===== src/design/utf8d_pkg.sv =====
package utf8d_pkg;

  localparam int unsigned ByteW      = 8;
  localparam int unsigned CodePointW = 21;
  localparam int unsigned CountW     = 3;

  localparam logic [CodePointW-1:0] MaxCodePoint   = 21'h10FFFF;
  localparam logic [CodePointW-1:0] Min2ByteValue  = 21'h000080;
  localparam logic [CodePointW-1:0] Min3ByteValue  = 21'h000800;
  localparam logic [CodePointW-1:0] Min4ByteValue  = 21'h010000;
  localparam logic [CodePointW-1:0] SurrogateLow   = 21'h00D800;
  localparam logic [CodePointW-1:0] SurrogateHigh  = 21'h00DFFF;
  localparam logic [CodePointW-1:0] MaxSingleByte  = 21'h0000FF;

  localparam logic [CountW-1:0] Len1 = 3'd1;
  localparam logic [CountW-1:0] Len2 = 3'd2;
  localparam logic [CountW-1:0] Len3 = 3'd3;
  localparam logic [CountW-1:0] Len4 = 3'd4;

  typedef struct packed {
    logic [CodePointW-1:0] code_point;
    logic [CountW-1:0]     consumed;
  } result_t;

  function automatic logic is_cont(input logic [ByteW-1:0] b);
    return b[7:6] == 2'b10;
  endfunction

  // Decodes one four-byte window. All three multi-byte forms are checked side
  // by side; at most one of them can match the lead byte.
  function automatic result_t decode(input logic [ByteW-1:0]  lead,
                                     input logic [ByteW-1:0]  b2,
                                     input logic [ByteW-1:0]  b3,
                                     input logic [ByteW-1:0]  b4,
                                     input logic [CountW-1:0] left);
    logic [CountW-1:0]     avail;
    logic [CodePointW-1:0] v2;
    logic [CodePointW-1:0] v3;
    logic [CodePointW-1:0] v4;
    logic                  ok2;
    logic                  ok3;
    logic                  ok4;
    result_t               res;
    avail = (left > Len4) ? Len4 : left;
    v2 = {10'd0, lead[4:0], b2[5:0]};
    v3 = {5'd0, lead[3:0], b2[5:0], b3[5:0]};
    v4 = {lead[2:0], b2[5:0], b3[5:0], b4[5:0]};
    ok2 = (lead[7:5] == 3'b110) && (avail >= Len2) && is_cont(b2) &&
          (v2 >= Min2ByteValue);
    ok3 = (lead[7:4] == 4'b1110) && (avail >= Len3) && is_cont(b2) &&
          is_cont(b3) && (v3 >= Min3ByteValue) &&
          !((v3 >= SurrogateLow) && (v3 <= SurrogateHigh));
    ok4 = (lead[7:3] == 5'b11110) && (avail == Len4) && is_cont(b2) &&
          is_cont(b3) && is_cont(b4) && (v4 >= Min4ByteValue) &&
          (v4 <= MaxCodePoint);
    if (ok2) begin
      res.code_point = v2;
      res.consumed   = Len2;
    end else if (ok3) begin
      res.code_point = v3;
      res.consumed   = Len3;
    end else if (ok4) begin
      res.code_point = v4;
      res.consumed   = Len4;
    end else begin
      res.code_point = {{(CodePointW-ByteW){1'b0}}, lead};
      res.consumed   = Len1;
    end
    return res;
  endfunction

endpackage


===== src/design/utf8_decoder_core.sv =====
// UTF-8 decoder with validation. Each item is a window of four bytes taken at
// the current position of a string, plus the number of bytes left in the
// string (saturated at four; values above four count as four, zero as one).
// The block gives one result item per input item: the decoded scalar value
// and the number of bytes the sequence occupies, so that the caller can step
// its position by that amount. Bytes beyond the string end are ignored. A
// malformed sequence (stray continuation byte, a 5 or 6 byte lead, a form cut
// short by the string end, a missing continuation byte, an overlong form, a
// value above 0x10FFFF, or a surrogate) yields the lead byte itself as the
// code point with one byte consumed; plain ASCII decodes the same way. The
// block takes one item per clock cycle while the result side is not stalled:
// the window is captured in an input register, decoded by a single layer of
// compare and select logic, and held in a result register until taken.
// Results come out in input order, and the input side keeps accepting while a
// finished result waits, as long as the input register is empty.
module utf8_decoder_core (
  input  logic                                clk_i,
  input  logic                                rst_ni,
  input  logic                                in_valid_i,
  output logic                                in_ready_o,
  input  logic [utf8d_pkg::ByteW-1:0]         lead_byte_i,
  input  logic [utf8d_pkg::ByteW-1:0]         second_byte_i,
  input  logic [utf8d_pkg::ByteW-1:0]         third_byte_i,
  input  logic [utf8d_pkg::ByteW-1:0]         fourth_byte_i,
  input  logic [utf8d_pkg::CountW-1:0]        bytes_left_i,
  output logic                                out_valid_o,
  input  logic                                out_ready_i,
  output logic [utf8d_pkg::CodePointW-1:0]    code_point_o,
  output logic [utf8d_pkg::CountW-1:0]        consumed_o
);

  // Input register.
  logic                          in_valid_q;
  logic [utf8d_pkg::ByteW-1:0]   lead_q;
  logic [utf8d_pkg::ByteW-1:0]   second_q;
  logic [utf8d_pkg::ByteW-1:0]   third_q;
  logic [utf8d_pkg::ByteW-1:0]   fourth_q;
  logic [utf8d_pkg::CountW-1:0]  left_q;

  // Result register.
  logic                          out_valid_q;
  utf8d_pkg::result_t            res_q;
  utf8d_pkg::result_t            res_d;

  logic out_load;
  logic in_load;

  // The result register loads whenever it is empty or being drained; the
  // input register can then move forward, which frees it for a new item.
  assign out_load   = !out_valid_q || out_ready_i;
  assign in_load    = !in_valid_q || out_load;
  assign in_ready_o = in_load;

  always_ff @(posedge clk_i or negedge rst_ni) begin
    if (!rst_ni) begin
      in_valid_q <= 1'b0;
    end else if (in_load) begin
      in_valid_q <= in_valid_i;
    end
  end

  always_ff @(posedge clk_i) begin
    if (in_load && in_valid_i) begin
      lead_q   <= lead_byte_i;
      second_q <= second_byte_i;
      third_q  <= third_byte_i;
      fourth_q <= fourth_byte_i;
      left_q   <= bytes_left_i;
    end
  end

  always_comb begin
    res_d = utf8d_pkg::decode(lead_q, second_q, third_q, fourth_q, left_q);
  end

  always_ff @(posedge clk_i or negedge rst_ni) begin
    if (!rst_ni) begin
      out_valid_q <= 1'b0;
    end else if (out_load) begin
      out_valid_q <= in_valid_q;
    end
  end

  always_ff @(posedge clk_i) begin
    if (out_load && in_valid_q) begin
      res_q <= res_d;
    end
  end

  assign out_valid_o  = out_valid_q;
  assign code_point_o = res_q.code_point;
  assign consumed_o   = res_q.consumed;

endmodule


===== config.mk =====
export PLATFORM = sky130hd
export DESIGN_NAME = utf8_decoder_core
export DESIGN_NICKNAME = d
export VERILOG_FILES = /design/src/design/utf8d_pkg.sv /design/src/design/utf8_decoder_core.sv
export SDC_FILE = /design/constraint.sdc
export NUM_CORES = 1
export LEC_CHECK = 0
export CORE_ASPECT_RATIO = 0.75
export CORE_UTILIZATION = 25
export DETAILED_ROUTE_END_ITERATION = 8
export DONT_BUFFER_PORTS = 1
export MAX_ROUTING_LAYER = met4
export PLACE_DENSITY_LB_ADDON = 0.1
export SLEW_MARGIN = 20
export SYNTH_ARGS = -nofsm -noshare
export SYNTH_HDL_FRONTEND = slang
export SYNTH_SLANG_ARGS = --single-unit

===== constraint.sdc =====
create_clock -name clk_i -period 2.35 [get_ports clk_i]
set_input_delay 0.1175 -clock clk_i [delete_from_list [all_inputs] [get_ports clk_i]]
set_output_delay 0.1175 -clock clk_i [all_outputs]
set_load 0.05 [all_outputs]

==> metrics.txt, run 1 <==
first-pass GRT wire length 8.40 mm; critical path startpoint category flip-flop; Slew HR 0.446; post-CTS setup buffers 0; GRT Residual Overflow 0; TNS Setup 0 ns; Placed Area 2590 um^2; Synth area leaders edfxtp_1 (73%), nand2_1 (2.3%), o21ai_0 (2.3%); Max Cap Viol 0; Setup CP Type flip-flop to flip-flop; Chip Width about 120 um; Die Y-Extent 87.6 um; placed insts 282; Nets between 200 and 250; clk sinks 61; skew final 0.00511 ns; final period utilization 0.882; multi-input logic area 581 um^2; Worst path max stage delay 0.53 ns; TritonRoute pass-1 iters 4; Port Buffers 0; CP required around 2.4 ns; RSZ-0062 raised after global routing no; share of cells above drive strength 1 0.160; Min Clock Period, post-route 2.07 ns; maximum VDD drop 0.318 mV; final design utilization 0.348; largest net degree at the start of global routing 36; root buffer cell clkbuf_16; hold crit path type input pin to asynchronous set/reset pin; final WL 5.67 mm; clk buf depth 2; Initial DRC Count between 100 and 150; top cell type's share of synthesized area 0.726; PwrDens slightly above 800 nW/um^2; Syn. warnings 0; cell family with most CP delay simple AND/OR/NAND/NOR gates; All-Layer GR Usage 0.124; vias about 1500; Leak 1.16 nW; TritonCTS Buffers 9; Core Region 9270 um^2; ANT cells 0; Final Cell Area 3230 um^2; fmax 0.482 GHz; Mapped Area 2440 um^2; CP endpoint kind flip-flop; Initial Util 0.263; drc violations 0; Slew Limit Fails 0; dominant cell type by area after synthesis edfxtp_1; register area share after synthesis 0.746; Synth Flop Type edfxtp_1; status finished clean; vias in the first global route 1469; Netlist cell types 31; initial antenna violation count 0; Mapped Cells 154; CP Cell Sequence nand4b_1 -> nor4_4 -> nand2_4 -> a211oi_1 -> o21ai_1; EDFF count, synth 59; Placer Congestion 0.774; H-tree depth 3; post-DP HPWL 3.87 mm; final setup fails 0; Area Growth Syn to Fin 32.2%; post-route insts no fill 334; via/cell ratio about 4.4; Routed Antenna Nets 0; Filler cells between 900 and 1000; clk_lat worst skew between 0.3 and 0.4 ns; CP bufs+invs 0; post-synthesis register bit count 61; row count 30; Clk pin slew, worst setup/hold paths roughly 0.05 ns; die area 10200 um^2; Register Area 1820 um^2; asr flop ratio synth 0.0328; CP max FO 9; final hold viol count 0; Ports 65; CTS tree done; net count after synthesis 193; Worst Tran Pin Value a little over 0.8 ns; worst r2r src second_q[6]$_DFFE_PP_; Routed WL per cell 17.0 um; crit path launch second_q[6]$_DFFE_PP_; Worst path slowest cell nor4_4; CP arrival 2.13 ns; Mapped Avg Cell Area 15.9 um^2
==> cells in the mapped netlist, types with 2 or more instances <==
library cell,instances
buf_6,2
o21ai_1,5
and2_1,4
mux2i_1,3
nand3b_1,3
dfrtp_1,2
a21oi_1,3
edfxtp_1,59
and3_2,6
nor4_4,2
inv_1,3
a22oi_1,2
nand2b_1,5
a211oi_1,5
o21ai_0,11
a22o_2,4
and4b_1,2
nor2_1,6
nand2_1,15
==> area by class of cell <==
class	count	area share
flip-flops and latches	61	0.565
multi-input cells	86	0.180
repair buffers	41	0.125
clock buffers	10	0.0710
well taps	128	0.0496
clock inverters	4	0.00543
inverters	4	0.00465
==> flip-flops by register name, summed over array words and instances, names as in the netlist <==
signal and cells:
code_point_o 21, fourth_q 8, lead_q 8, second_q 8
third_q 8, consumed_o 3, left_q 3, in_valid_q 1
out_valid_o 1
==> stage by stage <==
stage | hold WS (ns) | setup slack [ns] | total power [mW]
2_1_floorplan | -0.178 | 0.243 | 1.49
3_3_place_gp | -0.178 | 0.335 | 1.54
3_5_place_dp | -0.178 | 0.274 | 1.54
4_1_cts | 0.0189 | 0.257 | 2.70
5_1_grt | 0.0272 | 0.0925 | 2.76
6_report | 0.0361 | 0.277 | 2.66
==> what timing repair did <==
action | CTS | global route
endpoints found under the hold margin | 39 | 0
endpoints found under the setup margin | 0 | 1
hold buffers | 38 | 0
resized for setup | 0 | 1
==> cell usage in the layout, fill, tap and decap left out, types with 2 or more instances in the layout <==
| cell type | count |
|---|---|
| edfxtp_1 | 59 |
| dlygate4sd3_1 | 38 |
| nand2_1 | 15 |
| o21ai_0 | 11 |
| clkbuf_16 | 9 |
| nor2_1 | 6 |
| and3_2 | 6 |
| nand2b_1 | 5 |
| a211oi_1 | 5 |
| o21ai_1 | 5 |
| a22o_2 | 4 |
| nand3b_1 | 3 |
| inv_1 | 3 |
| a21oi_1 | 3 |
| and2_1 | 3 |
| mux2i_1 | 3 |
| buf_4 | 3 |
| nor4_4 | 2 |
| and4b_1 | 2 |
| a22oi_1 | 2 |
| clkinv_2 | 2 |
| clkinv_1 | 2 |
| dfrtp_1 | 2 |
==> path summary, 6_finish.rpt <==
kind                                                  end  slack, ns  cells after the start
worst max-delay path            code_point_o[2]$_DFFE_PP_       0.28                      5
worst min-delay path              out_valid_o$_DFFE_PN0P_       0.04                      1
worst max register to register  code_point_o[2]$_DFFE_PP_       0.28                      5
worst min register to register    out_valid_o$_DFFE_PN0P_       0.51                      1
min in group clk_i                 in_valid_q$_DFFE_PN0N_       0.24                      3
max in group asynchronous          in_valid_q$_DFFE_PN0N_       2.18                      1
==> report_power, final <==
group          total, mW  switching [mW]  leakage [nW]  internal (mW)
clock network       1.09           0.404         0.123          0.686
logic              0.149          0.0798         0.440         0.0696
registers           1.42           0.138         0.593           1.28
==> per-layer routing <==
metal  routed length [um]  global-route usage
met3                  242              0.0498
met2                 2510               0.173
met1                 2770               0.155
met4                  142              0.0641
met5                    0                   -
==> cells by family after synthesis <==
kind of cell	after synthesis	share of synthesized area
buf+inv	7	0.0185
flops	61	0.746
xor+xnor	1	0.00667
simple gates	48	0.124
compound gates	34	0.0928
mux	3	0.0123
No activity file was read; power rests on OpenSTA's default activity.
==> inputs of run 2 (changes only) <==
clock period = 1.99 ns   (was 2.35 ns; I/O delays follow)
==> metrics.txt, run 2 (same netlist as run 1, synthesis figures left out) <==
via/cell ratio 4.38; status finished clean; final hold viol count 0; share of cells above drive strength 1 0.249; critical path startpoint category flip-flop; Setup crit end code_point_o[10]$_DFFE_PP_; clk buf depth 2; final WL 5.83 mm; CP required between 2 and 2.5 ns; Routed WL per cell 16.3 um; Worst R2R Path Depth 5; RR Endpoint code_point_o[10]$_DFFE_PP_; clk sinks 61; CP endpoint kind flip-flop; fmax 0.512 GHz; Clk pin slew, worst setup/hold paths roughly 0.05 ns; Initial Util 0.263; WL met3 318 um; CTS tree done; Core Region 9270 um^2; met2 WL between 2 and 3 mm; vias in the first global route 1536; Slew HR 0.674; most frequent cells in the layout edfxtp_1 (59), dlygate4sd3_1 (39), buf_4 (21); Nets approximately 260; worst r2r src lead_q[1]$_DFFE_PP_; Worst path max stage delay a little under 0.5 ns; vias 1563; Worst Tran Pin Value 0.489 ns; PwrDens 932 nW/um^2; Slew Limit Fails 0; TritonCTS Buffers 9; highest metal used met4; worst reg2reg setup slack 0.04 ns; Chip Width 116 um; Initial DRC Count 139; Min Clock Period, post-route just under 2 ns; Port Buffers 0; Hold WS between 0.2 and 0.25 ns; Routed Antenna Nets 0; Largest register FFs 21; wl on met1 2.74 mm; initial antenna violation count 0; CP Cell Sequence buf_4 -> nor3_2 -> nand2_1 -> and3_2 -> a221o_1; Area Growth Syn to Fin 40.9%; crit path launch lead_q[1]$_DFFE_PP_; skew final 0.00608 ns; maximum VDD drop 0.342 mV; Setup CP Type flip-flop to flip-flop; largest net degree at the start of global routing 36; final period utilization 0.982; root buffer cell clkbuf_16; RSZ-0062 raised after global routing yes; hold crit path type input pin to flip-flop; H-tree depth 3; TritonRoute pass-1 iters 5; Max Cap Viol 0; Die Y-Extent ~90 um; post-route insts no fill around 360; row count 30; multi-input logic area 628 um^2; Register Area 1820 um^2; Filler cells 902; placed insts 291; die area approximately 10000 um^2; CP max FO 10; Leak between 1 and 1.5 nW; first-pass GRT wire length 8.56 mm; drc violations 0; Worst path slowest cell edfxtp_1; CP arrival 2.02 ns; Ports 65; leading cell type in the layout, fill and taps excluded edfxtp_1; Placer Congestion approximately 0.80; clk_lat worst skew 0.33 ns; GRT Residual Overflow 0; All-Layer GR Usage 0.126; ANT cells 0; final setup fails 0; post-DP HPWL 3.87 mm
run 2: cell types whose count changed in the layout (fill, tap and decap cells not counted), moves of 3 or more:
cell	before	now
clkbuf_1	1	4
buf_4	3	21
a211oi_1	5	0
a211oi_2	1	6
run 2: cell type report:
| class | instances | area share |
|---|---|---|
| Clock buffer | 13 | 0.0698 |
| Sequential cell | 61 | 0.530 |
| Clock inverter | 3 | 0.00364 |
| Multi-Input combinational cell | 87 | 0.183 |
| Timing Repair Buffer | 61 | 0.163 |
| Tap cell | 128 | 0.0466 |
| Inverter | 4 | 0.00509 |
run 2: worst min path at each step:
stage | slack (ns) | start | cells after the start | end
final | 0.23 | out_ready_i | 3 | in_valid_q$_DFFE_PN0N_
after global routing | 0.24 | out_ready_i | 3 | in_valid_q$_DFFE_PN0N_
after CTS | 0.22 | out_ready_i | 3 | in_valid_q$_DFFE_PN0N_
after detailed placement | -0.20 | rst_ni | 0 | out_valid_o$_DFFE_PN0P_
after global placement | -0.20 | rst_ni | 0 | out_valid_o$_DFFE_PN0P_
after floorplan | -0.20 | rst_ni | 0 | in_valid_q$_DFFE_PN0N_
run 2: per-stage QoR:
stage	worst slack (ns)	utilization	TNS, ns	area [um^2]	total power [mW]
floorplan	0.0508	-	0	2440	1.76
global placement	0.0611	0.287	0	2660	1.83
detailed placement	0.0151	0.287	0	2660	1.83
CTS	0.00891	0.357	0	3310	3.22
global route	-0.0300	0.371	-0.112	3440	3.33
finish	0.0355	0.371	0	3440	3.20
run 2: worst max-delay path, delay by kind of cell (launching register included):
family	cells	cell delay (ns)
and+or+nand+nor	3	0.64
DFF	1	0.49
AOI/OAI and AO/OA	1	0.38
buffers and inverters	1	0.19
run 2: where the power goes:
part	switching [mW]	leakage (nW)	total [mW]	internal (mW)
clock	0.486	0.123	1.32	0.829
combinational	0.106	0.546	0.214	0.108
sequential	0.160	0.593	1.68	1.52
total	0.752	1.26	3.20	2.45
run 2: what timing repair did:
| action | in CTS | in global routing |
|---|---|---|
| endpoints found under the setup margin | 0 | 11 |
| hold buffers | 39 | 0 |
| endpoints found under the hold margin | 39 | 0 |
| setup buffers | 0 | 10 |
| gates resized for setup | 0 | 12 |
run 2: layer usage:
metal	vias to the layer above	track usage
met1	765	0.155
met5	-	-
met3	10	0.0498
met4	0	0.0594
met2	47	0.181
li1	741	-
